--- config.mk ---
export PLATFORM = sky130hd
export DESIGN_NAME = crt_three_moduli_solver
export DESIGN_NICKNAME = d
export VERILOG_FILES = /design/src/hw/rtl/crt3_pkg.sv /design/src/hw/rtl/crt3_div.sv /design/src/hw/rtl/crt3_seq.sv /design/src/hw/rtl/crt3_dp.sv /design/src/hw/rtl/crt_three_moduli_solver.sv
export SDC_FILE = /design/constraint.sdc
export NUM_CORES = 2
export LEC_CHECK = 0
export BUFFER_PORTS_ARGS = -buffer_cell sky130_fd_sc_hd__buf_2
export CAP_MARGIN = 10
export CELL_PAD_IN_SITES_DETAIL_PLACEMENT = 2
export CELL_PAD_IN_SITES_GLOBAL_PLACEMENT = 2
export CORE_MARGIN = 5
export CORE_UTILIZATION = 45
export DETAILED_ROUTE_END_ITERATION = 12
export PLACE_DENSITY_LB_ADDON = 0.1
export SLEW_MARGIN = 20
export SYNTH_ARGS = -nofsm -noshare
export SYNTH_HDL_FRONTEND = slang
export SYNTH_SLANG_ARGS = --single-unit
export TNS_END_PERCENT = 10
--- constraint.sdc ---
create_clock -name i_clk -period 15.2 [get_ports i_clk]
set_clock_uncertainty 0.2 [all_clocks]
set_input_delay 2.28 -clock i_clk [delete_from_list [all_inputs] [get_ports i_clk]]
set_output_delay 2.28 -clock i_clk [all_outputs]
set_load 0.01 [all_outputs]
--- src/hw/rtl/crt3_pkg.sv ---
// Shared types, widths and the control program for the three-moduli CRT solver.
// No dependencies; every other file imports this package.
`timescale 1ns / 1ps
`default_nettype none
package crt3_pkg;

    localparam int MW    = 16;
    localparam int DW    = 2 * MW;
    localparam int BW    = 3 * MW;
    localparam int TW    = MW + 2;
    localparam int CW    = $clog2(DW + 1);
    localparam int IN_W  = 16;
    localparam int SOL_W = 48;
    localparam int PCW   = 5;
    localparam int ROM_N = 19;

    typedef enum logic [4:0] {
        OP_GINIT, OP_GTEST, OP_GDIV, OP_GCHK, OP_UNIT,
        OP_BIG1, OP_BIG2, OP_PART, OP_PMOD, OP_ETEST,
        OP_EDIV, OP_ETUP, OP_ICHK, OP_RMOD, OP_CMUL,
        OP_CMOD, OP_TMUL, OP_ACC, OP_DONE
    } t_op;

    typedef enum logic [1:0] {
        ST_OK    = 2'd0,
        ST_NOCOP = 2'd1,
        ST_NOINV = 2'd2
    } t_status;

    typedef struct packed {
        t_op            op;
        logic [PCW-1:0] tgt;
    } t_uop;

    typedef struct packed {
        logic run;
        t_op  op;
    } t_ctl;

    typedef struct packed {
        logic    done;
        logic    cond;
        logic    fin;
        t_status status;
    } t_flg;

    localparam logic [PCW-1:0] A_GINIT = PCW'(0);
    localparam logic [PCW-1:0] A_GTEST = PCW'(1);
    localparam logic [PCW-1:0] A_GCHK  = PCW'(3);
    localparam logic [PCW-1:0] A_PART  = PCW'(7);
    localparam logic [PCW-1:0] A_ETEST = PCW'(9);
    localparam logic [PCW-1:0] A_ICHK  = PCW'(12);

    function automatic t_uop uc_rom(input logic [PCW-1:0] a);
        t_uop u;
        u.tgt = '0;
        case (a)
            PCW'(0):  u.op = OP_GINIT;
            PCW'(1):  begin u.op = OP_GTEST; u.tgt = A_GCHK;  end
            PCW'(2):  begin u.op = OP_GDIV;  u.tgt = A_GTEST; end
            PCW'(3):  begin u.op = OP_GCHK;  u.tgt = A_GINIT; end
            PCW'(4):  u.op = OP_UNIT;
            PCW'(5):  u.op = OP_BIG1;
            PCW'(6):  u.op = OP_BIG2;
            PCW'(7):  u.op = OP_PART;
            PCW'(8):  u.op = OP_PMOD;
            PCW'(9):  begin u.op = OP_ETEST; u.tgt = A_ICHK;  end
            PCW'(10): u.op = OP_EDIV;
            PCW'(11): begin u.op = OP_ETUP;  u.tgt = A_ETEST; end
            PCW'(12): u.op = OP_ICHK;
            PCW'(13): u.op = OP_RMOD;
            PCW'(14): u.op = OP_CMUL;
            PCW'(15): u.op = OP_CMOD;
            PCW'(16): u.op = OP_TMUL;
            PCW'(17): begin u.op = OP_ACC;   u.tgt = A_PART;  end
            default:  u.op = OP_DONE;
        endcase
        return u;
    endfunction

endpackage
`default_nettype wire

--- src/hw/rtl/crt3_div.sv ---
// Radix-2 restoring divider, one quotient bit per cycle.
// Depends on crt3_pkg for widths.
`timescale 1ns / 1ps
`default_nettype none
module crt3_div
    import crt3_pkg::*;
(
    input  wire logic          i_clk,
    input  wire logic          i_rst_n,
    input  wire logic          i_start,
    input  wire logic [DW-1:0] i_dividend,
    input  wire logic [MW-1:0] i_divisor,
    output logic               o_done,
    output logic [DW-1:0]      o_quo,
    output logic [MW-1:0]      o_rem
);

    logic          r_busy, r_done;
    logic [CW-1:0] r_cnt;
    logic [DW-1:0] r_quo;
    logic [MW-1:0] r_rem, r_dvs;
    logic [MW:0]   w_trial, w_diff;
    logic          w_ge;

    assign w_trial = {r_rem, r_quo[DW-1]};
    assign w_ge    = w_trial >= {1'b0, r_dvs};
    assign w_diff  = w_trial - {1'b0, r_dvs};

    always_ff @(posedge i_clk) begin
        if (!i_rst_n) begin
            r_busy <= 1'b0;
            r_done <= 1'b0;
            r_cnt  <= '0;
        end else begin
            r_done <= 1'b0;
            if (i_start) begin
                r_busy <= 1'b1;
                r_cnt  <= CW'(DW);
            end else if (r_busy) begin
                r_cnt <= r_cnt - CW'(1);
                if (r_cnt == CW'(1)) begin
                    r_busy <= 1'b0;
                    r_done <= 1'b1;
                end
            end
        end
    end

    always_ff @(posedge i_clk) begin
        if (i_start) begin
            r_quo <= i_dividend;
            r_rem <= '0;
            r_dvs <= i_divisor;
        end else if (r_busy) begin
            r_quo <= {r_quo[DW-2:0], w_ge};
            r_rem <= w_ge ? w_diff[MW-1:0] : w_trial[MW-1:0];
        end
    end

    assign o_done = r_done;
    assign o_quo  = r_quo;
    assign o_rem  = r_rem;

endmodule
`default_nettype wire

--- src/hw/rtl/crt3_seq.sv ---
// Microprogram sequencer: step counter, control ROM and branch logic.
// Depends on crt3_pkg for the ROM and control types.
`timescale 1ns / 1ps
`default_nettype none
module crt3_seq
    import crt3_pkg::*;
(
    input  wire logic i_clk,
    input  wire logic i_rst_n,
    input  wire logic i_start,
    input  wire t_flg i_flg,
    input  wire logic i_out_free,
    output t_ctl      o_ctl,
    output logic      o_fire
);

    logic           r_run, n_run;
    logic [PCW-1:0] r_pc, n_pc;
    t_uop           w_uop;

    assign w_uop     = uc_rom(r_pc);
    assign o_ctl.run = r_run;
    assign o_ctl.op  = w_uop.op;
    assign o_fire    = r_run && i_flg.fin && i_out_free;

    always_comb begin
        n_run = r_run;
        n_pc  = r_pc;
        if (i_start) begin
            n_run = 1'b1;
            n_pc  = '0;
        end else if (r_run) begin
            if (i_flg.fin) begin
                if (i_out_free) begin
                    n_run = 1'b0;
                end
            end else if (i_flg.done) begin
                n_pc = i_flg.cond ? w_uop.tgt : r_pc + PCW'(1);
            end
        end
    end

    always_ff @(posedge i_clk) begin
        if (!i_rst_n) begin
            r_run <= 1'b0;
            r_pc  <= '0;
        end else begin
            r_run <= n_run;
            r_pc  <= n_pc;
        end
    end

`ifndef ASSERT_OFF
    a_start_idle: assert property (@(posedge i_clk) disable iff (!i_rst_n)
        i_start |-> !r_run) else $error("request started while busy");
    a_start_pc: assert property (@(posedge i_clk) disable iff (!i_rst_n)
        i_start |=> r_run && r_pc == '0) else $error("program did not start");
    a_pc_range: assert property (@(posedge i_clk) disable iff (!i_rst_n)
        r_run |-> r_pc < PCW'(ROM_N)) else $error("step counter out of program");
`endif

endmodule
`default_nettype wire

--- src/hw/rtl/crt3_dp.sv ---
// Datapath: operand registers, shared multiplier and divider, driven per step.
// Depends on crt3_pkg and crt3_div.
`timescale 1ns / 1ps
`default_nettype none
module crt3_dp
    import crt3_pkg::*;
(
    input  wire logic            i_clk,
    input  wire logic            i_rst_n,
    input  wire logic            i_load,
    input  wire logic [IN_W-1:0] i_mod0,
    input  wire logic [IN_W-1:0] i_mod1,
    input  wire logic [IN_W-1:0] i_mod2,
    input  wire logic [IN_W-1:0] i_res0,
    input  wire logic [IN_W-1:0] i_res1,
    input  wire logic [IN_W-1:0] i_res2,
    input  wire t_ctl            i_ctl,
    output t_flg                 o_flg,
    output logic [BW-1:0]        o_x
);

    logic                 r_wait;
    logic [1:0]           r_k;
    logic [MW-1:0]        r_m0, r_m1, r_m2, r_a0, r_a1, r_a2;
    logic [MW-1:0]        r_r0, r_r1, r_q, r_c;
    logic signed [TW-1:0] r_t0, r_t1;
    logic [DW-1:0]        r_part;
    logic [BW-1:0]        r_big, r_term, r_x;

    logic [MW-1:0]        m_k, a_k, g_a, g_b, o_a, o_b;
    logic                 div_start, div_done;
    logic [DW-1:0]        div_a, div_quo;
    logic [MW-1:0]        div_b, div_rem;
    logic [DW-1:0]        mul_a;
    logic [MW-1:0]        mul_b;
    logic [BW-1:0]        w_prod;
    logic signed [TW-1:0] w_qt, w_tpos;
    logic [BW:0]          w_sum, w_sub;
    logic                 w_last;

    crt3_div u_div (
        .i_clk      (i_clk),
        .i_rst_n    (i_rst_n),
        .i_start    (div_start),
        .i_dividend (div_a),
        .i_divisor  (div_b),
        .o_done     (div_done),
        .o_quo      (div_quo),
        .o_rem      (div_rem)
    );

    always_comb begin
        case (r_k)
            2'd0: begin
                m_k = r_m0; a_k = r_a0; g_a = r_m0; g_b = r_m1; o_a = r_m1; o_b = r_m2;
            end
            2'd1: begin
                m_k = r_m1; a_k = r_a1; g_a = r_m1; g_b = r_m2; o_a = r_m0; o_b = r_m2;
            end
            default: begin
                m_k = r_m2; a_k = r_a2; g_a = r_m0; g_b = r_m2; o_a = r_m0; o_b = r_m1;
            end
        endcase
    end

    assign w_last = r_k == 2'd2;
    assign w_prod = BW'(mul_a) * BW'(mul_b);
    assign w_qt   = $signed({{(TW-MW){1'b0}}, r_q}) * r_t1;
    assign w_tpos = r_t0 + $signed({{(TW-MW){1'b0}}, m_k});
    assign w_sum  = {1'b0, r_x} + {1'b0, r_term};
    assign w_sub  = w_sum - {1'b0, r_big};

    always_comb begin
        div_start = 1'b0;
        div_a     = '0;
        div_b     = '0;
        mul_a     = '0;
        mul_b     = '0;
        o_flg     = '{done: 1'b1, cond: 1'b0, fin: 1'b0, status: ST_OK};
        case (i_ctl.op)
            OP_GINIT: o_flg.cond = 1'b0;
            OP_GTEST, OP_ETEST: o_flg.cond = r_r1 == '0;
            OP_GDIV, OP_EDIV: begin
                div_a      = DW'(r_r0);
                div_b      = r_r1;
                div_start  = i_ctl.run && !r_wait;
                o_flg.done = div_done;
                o_flg.cond = i_ctl.op == OP_GDIV;
            end
            OP_GCHK: begin
                o_flg.fin    = r_r0 != MW'(1);
                o_flg.status = ST_NOCOP;
                o_flg.cond   = !w_last;
            end
            OP_UNIT: begin
                o_flg.fin    = r_m0 < MW'(2) || r_m1 < MW'(2) || r_m2 < MW'(2);
                o_flg.status = ST_NOINV;
            end
            OP_BIG1: begin mul_a = DW'(r_m1); mul_b = r_m2; end
            OP_BIG2: begin mul_a = r_part;    mul_b = r_m0; end
            OP_PART: begin mul_a = DW'(o_a);  mul_b = o_b;  end
            OP_PMOD, OP_RMOD, OP_CMOD: begin
                div_a      = (i_ctl.op == OP_PMOD) ? r_part :
                             (i_ctl.op == OP_RMOD) ? DW'(a_k) : r_term[DW-1:0];
                div_b      = m_k;
                div_start  = i_ctl.run && !r_wait;
                o_flg.done = div_done;
            end
            OP_ETUP: o_flg.cond = 1'b1;
            OP_ICHK: begin
                o_flg.fin    = r_r0 != MW'(1);
                o_flg.status = ST_NOINV;
            end
            OP_CMUL: begin mul_a = DW'(r_r1); mul_b = r_t0[MW-1:0]; end
            OP_TMUL: begin mul_a = r_part;    mul_b = r_c;          end
            OP_ACC:  o_flg.cond = !w_last;
            OP_DONE: o_flg.fin = 1'b1;
            default: o_flg.fin = 1'b1;
        endcase
    end

    always_ff @(posedge i_clk) begin
        if (!i_rst_n) begin
            r_wait <= 1'b0;
            r_k    <= '0;
        end else if (i_load) begin
            r_wait <= 1'b0;
            r_k    <= '0;
        end else if (i_ctl.run) begin
            if (div_done) begin
                r_wait <= 1'b0;
            end else if (div_start) begin
                r_wait <= 1'b1;
            end
            if ((i_ctl.op == OP_GCHK && !o_flg.fin) || i_ctl.op == OP_ACC) begin
                r_k <= w_last ? 2'd0 : r_k + 2'd1;
            end
        end
    end

    always_ff @(posedge i_clk) begin
        if (i_load) begin
            r_m0 <= MW'(i_mod0);
            r_m1 <= MW'(i_mod1);
            r_m2 <= MW'(i_mod2);
            r_a0 <= MW'(i_res0);
            r_a1 <= MW'(i_res1);
            r_a2 <= MW'(i_res2);
            r_x  <= '0;
        end else if (i_ctl.run) begin
            case (i_ctl.op)
                OP_GINIT: begin r_r0 <= g_a; r_r1 <= g_b; end
                OP_GDIV, OP_EDIV: begin
                    if (div_done) begin
                        r_r0 <= r_r1;
                        r_r1 <= div_rem;
                        r_q  <= div_quo[MW-1:0];
                    end
                end
                OP_BIG1, OP_PART: r_part <= w_prod[DW-1:0];
                OP_BIG2: r_big <= w_prod;
                OP_PMOD: begin
                    if (div_done) begin
                        r_r1 <= div_rem;
                        r_r0 <= m_k;
                        r_t0 <= '0;
                        r_t1 <= TW'(1);
                    end
                end
                OP_ETUP: begin
                    r_t0 <= r_t1;
                    r_t1 <= r_t0 - w_qt;
                end
                OP_ICHK: if (r_t0 < 0) r_t0 <= w_tpos;
                OP_RMOD: if (div_done) r_r1 <= div_rem;
                OP_CMOD: if (div_done) r_c <= div_rem;
                OP_CMUL, OP_TMUL: r_term <= w_prod;
                OP_ACC: r_x <= w_sum >= {1'b0, r_big} ? w_sub[BW-1:0] : w_sum[BW-1:0];
                default: ;
            endcase
        end
    end

    assign o_x = r_x;

endmodule
`default_nettype wire

--- src/hw/rtl/crt_three_moduli_solver.sv ---
// Three-moduli CRT solver top: request handshake, result register, sequencer and datapath.
// Depends on crt3_pkg, crt3_seq, crt3_dp (and crt3_div through crt3_dp).
// Timing: each division step runs on the shared divider and holds its program step
// until the divider signals done.
// Throughput: one request at a time; the next is taken as soon as the result is registered.
// Reset: synchronous active-low, clears the sequencer and the output valid.
`timescale 1ns / 1ps
`default_nettype none
module crt_three_moduli_solver
    import crt3_pkg::*;
(
    input  wire logic            i_clk,
    input  wire logic            i_rst_n,
    input  wire logic            i_in_valid,
    output logic                 o_in_stall,
    input  wire logic [IN_W-1:0] i_modulus_one,
    input  wire logic [IN_W-1:0] i_modulus_two,
    input  wire logic [IN_W-1:0] i_modulus_three,
    input  wire logic [IN_W-1:0] i_residue_one,
    input  wire logic [IN_W-1:0] i_residue_two,
    input  wire logic [IN_W-1:0] i_residue_three,
    output logic                 o_out_valid,
    input  wire logic            i_out_stall,
    output logic [SOL_W-1:0]     o_solution,
    output logic [1:0]           o_status
);

    t_ctl             w_ctl;
    t_flg             w_flg;
    logic             w_start, w_fire, w_out_free;
    logic [BW-1:0]    w_x;
    logic [63:0]      w_xw;
    logic             r_ov;
    logic [SOL_W-1:0] r_sol;
    logic [1:0]       r_sts;

    assign o_in_stall = w_ctl.run;
    assign w_start    = i_in_valid && !w_ctl.run;
    assign w_out_free = !r_ov || !i_out_stall;
    assign w_xw       = 64'(w_x);

    crt3_seq u_seq (
        .i_clk      (i_clk),
        .i_rst_n    (i_rst_n),
        .i_start    (w_start),
        .i_flg      (w_flg),
        .i_out_free (w_out_free),
        .o_ctl      (w_ctl),
        .o_fire     (w_fire)
    );

    crt3_dp u_dp (
        .i_clk   (i_clk),
        .i_rst_n (i_rst_n),
        .i_load  (w_start),
        .i_mod0  (i_modulus_one),
        .i_mod1  (i_modulus_two),
        .i_mod2  (i_modulus_three),
        .i_res0  (i_residue_one),
        .i_res1  (i_residue_two),
        .i_res2  (i_residue_three),
        .i_ctl   (w_ctl),
        .o_flg   (w_flg),
        .o_x     (w_x)
    );

    always_ff @(posedge i_clk) begin
        if (!i_rst_n) begin
            r_ov <= 1'b0;
        end else if (w_fire) begin
            r_ov <= 1'b1;
        end else if (!i_out_stall) begin
            r_ov <= 1'b0;
        end
    end

    always_ff @(posedge i_clk) begin
        if (w_fire) begin
            r_sts <= w_flg.status;
            r_sol <= (w_flg.status == ST_OK) ? w_xw[SOL_W-1:0] : '0;
        end
    end

    assign o_out_valid = r_ov;
    assign o_solution  = r_sol;
    assign o_status    = r_sts;

`ifndef ASSERT_OFF
    a_fail_zero: assert property (@(posedge i_clk) disable iff (!i_rst_n)
        o_out_valid && o_status != ST_OK |-> o_solution == '0)
        else $error("failed request carries a solution");
    a_fire_free: assert property (@(posedge i_clk) disable iff (!i_rst_n)
        w_fire |-> w_out_free) else $error("result overwrote a pending one");
    a_fire_valid: assert property (@(posedge i_clk) disable iff (!i_rst_n)
        w_fire |=> o_out_valid && !o_in_stall) else $error("result not presented");
`endif

endmodule
`default_nettype wire
==> metrics <==
run status finished, final reports clean; All-Layer GR Usage between 30% and 40%; worst-case hold slack 0.239 ns; Slew @ Worst Pin roughly 1.2 ns; cts-stage hold buffer count 0; largest buffer count on any clock path 3; slack of the critical path 4.05 ns; post_cts resized 0; classification of the worst setup path flop to flop; Die Ht between 300 and 400 um; final total negative setup slack 0 ns; post-synthesis mux area share between 2 and 2.5%; syn_nets 6,064; NumNets Final 6,112; Overflow after GRT 0; Remaining DRCs 0; count of non-filler cells in the finished layout 6,614; count of filler cells inserted in the layout 11.5k; final hold vios 0; vias post-DR slightly above 40k; peak clock frequency supported by timing between 80 and 90 MHz; area enclosed by the die boundary around 120,000 um^2; via density per instance a little over 6; area share of xor/xnor cells in the synthesized design 3.55%; most prevalent standard cell on the critical path sky130_fd_sc_hd__fa_1; number of buffers added by the clock tree synthesis step 60; synthesized-area fraction occupied by ao, oa, aoi and oai cells around an eighth; largest family of logic cells by synthesized area adder cells; CP Capture Type flop; Unique masters post-synth 99; post-synthesis sequential area ratio roughly 29%; number of max-slew violations in the final report 0; buffering stage count on the worst path with inverters included 6; number of flops mapped to enable cells by yosys 422; area of the core region approximately 110,000 um^2; placement-stage worst setup slack 4.26 ns; final setup violation count 0; share of flip-flops with an asynchronous set or reset after synthesis 0%; part of the cycle the worst path needs between 70% and 80%; total detailed-routing wirelength approximately 200,000 um; part of the power in registers between 40% and 50%; row count between 100 and 150; total internal power 2.63 mW; reported net switching power about 1 mW; Cell Count Post-Placement between 6k and 7k; Pre-antenna DRT Iters 5; path type of the worst min-delay path flop to flop; unrepaired setup endpoints after global routing no; num ports about 150; die outline width between 300 and 400 um; area share of fa/ha/maj cells after synthesis between 30% and 40%; cell count after synthesis ~5k; leakage power figure roughly 23 nW; yosys synthesis warning count 0; Worst Path Required 15.44 ns; clock slew seen by the registers of the worst setup and hold paths about 0.07 ns; design area ~53,000 um^2; post-place instance area 51,100 um^2; startpoint class of the critical path flop; clock tree from TritonCTS built; root cell of the clock tree sky130_fd_sc_hd__clkbuf_16; post-CTS repair timing setup buffer count 0; layout cell share with drive strength beyond 1 under 10%; largest net degree at the start of global routing between 80 and 90; Avg WL per Cell 29.6 um; Gate power share a little over a tenth; signed area change from the synthesized netlist to the final layout 9.01%; number of clock sinks 504; count of max-cap constraint violations 0; Avg Cell Area, Syn about 9.6 um^2; commonest cells after routing, fill and taps aside 691 x sky130_fd_sc_hd__inv_1, 626 x sky130_fd_sc_hd__nand2_1, 547 x sky130_fd_sc_hd__fa_1; cell count of the worst hold path 0; number of cells traversed by the worst register-to-register path 30; clock network fraction of design power a little over two fifths; cell family with the largest share of critical-path delay adder cells; CP arrival 11.40 ns; Starting Density 45.1%; DRC violation total after the first TritonRoute iteration slightly above 3k; Peak VDD IR 87.5 uV; CP Max Fanout 35; post-synth design cell area roughly 49,000 um^2; areal power density over the cells roughly 68 nW/um^2; total number of H-tree levels 2; leading cell type in the layout, fill and taps excluded sky130_fd_sc_hd__inv_1; global-route wire length before repair 294,000 um; number of gates on the worst path with buffers counted 30; via count of the first global-routing pass about 45k; simple-gate share of the synthesized area between 10 and 15%; final RePlAce weighted congestion between 0.9 and 1; Worst path max stage delay 0.95 ns; Buffers on Ports roughly 150; antenna violations before repair 9; number of storage elements in the synthesis netlist 504; switching share of power between 20% and 30%; remaining number of nets flagged by the antenna check after routing 0; Detailed Place HPWL ~150,000 um; worst rel slew slack a little under a fifth; dominant synthesized flop cell sky130_fd_sc_hd__edfxtp_1; critical path's slowest cell sky130_fd_sc_hd__a221o_1; fin crit period 11.15 ns; Worst-Skew Late Latency 0.73 ns
area by class of cell:
class	instances	area (um^2)	area share, %
diodes	4	10.0	0.0188
clock buffers	84	1680	3.16
clock inverters	29	469	0.881
inverters	696	2620	4.91
multi-input cells	3652	31100	58.3
flip-flops and latches	504	14300	26.9
well taps	1414	1770	3.32
repair buffers	231	1350	2.53
per-layer routing:
layer,vias up,track usage [%],wire length [um]
met4,4,13.7,9680
met5,-,0,31
met3,454,4.67,10900
li1,17200,-,-
met1,21300,41.8,78000
met2,1340,59.3,97300
flip-flops by register name, summed over array words and instances, names as in the netlist, 18 cells and up:
name              cells
u_dp.u_div.o_quo     32
u_dp.r_t0            18
u_dp.r_term          48
o_solution           48
u_dp.r_part          32
u_dp.o_x             48
u_dp.r_big           48
u_dp.r_t1            18
path summary, 6_finish.rpt:
kind / start / end / slack [ns]
worst max-delay path: u_seq.r_pc[4] / u_dp.r_big[46] / 4.05
worst min-delay path: u_dp.u_div.o_quo[9] / u_dp.r_q[9] / 0.24
worst max register to register: u_seq.r_pc[4] / u_dp.r_big[46] / 4.05
worst min register to register: u_dp.u_div.o_quo[9] / u_dp.r_q[9] / 0.24
power by group through the flow:
stage               clock (mW)  combinational [mW]  sequential [mW]
global route              1.68               0.420             1.65
global placement             0               0.344             1.67
CTS                       1.62               0.385             1.64
floorplan                    0               0.247             1.62
finish                    1.60               0.390             1.65
detailed placement           0               0.374             1.67
cells in the mapped netlist (all sizes together), types with 7 or more instances:
library cell  number  area, um^2
ha               320        4000
a31oi             22         138
o21bai            30         225
or2               11        68.8
a21boi            11        82.6
dfxtp             82        1640
a22o              35         307
nor4              32         206
nor2b             32         200
a2111oi            7        92.6
a21o              90         676
nor2             444        1670
a221o             29         290
edfxtp           422       12700
xor2              67         587
mux2i            100        1000
a21oi            276        1390
xnor2            131        1150
nand2b            21         139
inv              695        2610
a211oi            22         175
nand3             63         315
o21a              26         195
a22oi             28         210
nand2            626        2350
and3              24         150
or3               19         119
o21ai            225        1130
nand4             27         169
fa               547       11000
clkbuf           174         654
and2             147         920
buf               71         377
a221oi            67         667
a31o              10        87.6
o211ai            15         131
o31ai             10        80.1
nor3              54         270
cell families (layout without fill, tap and decap cells):
kind of cell,after synthesis,after routing
buffers and inverters,941,1040
AND/OR/NAND/NOR,1524,1524
flip-flops,504,504
other,0,4
AO/OA/AOI/OAI,962,962
adder cells (fa/ha/maj),867,867
XOR/XNOR,198,198
multiplexers,101,101
per-stage QoR:
| step | utilization [%] | total power [mW] |
|---|---|---|
| finish | 49.2 | 3.64 |
| global route | 49.1 | 3.75 |
| CTS | 49.1 | 3.65 |
| detailed placement | 47.1 | 2.05 |
| global placement | 47.1 | 2.01 |
| floorplan | - | 1.87 |
Power figures use the tool's default switching activity.
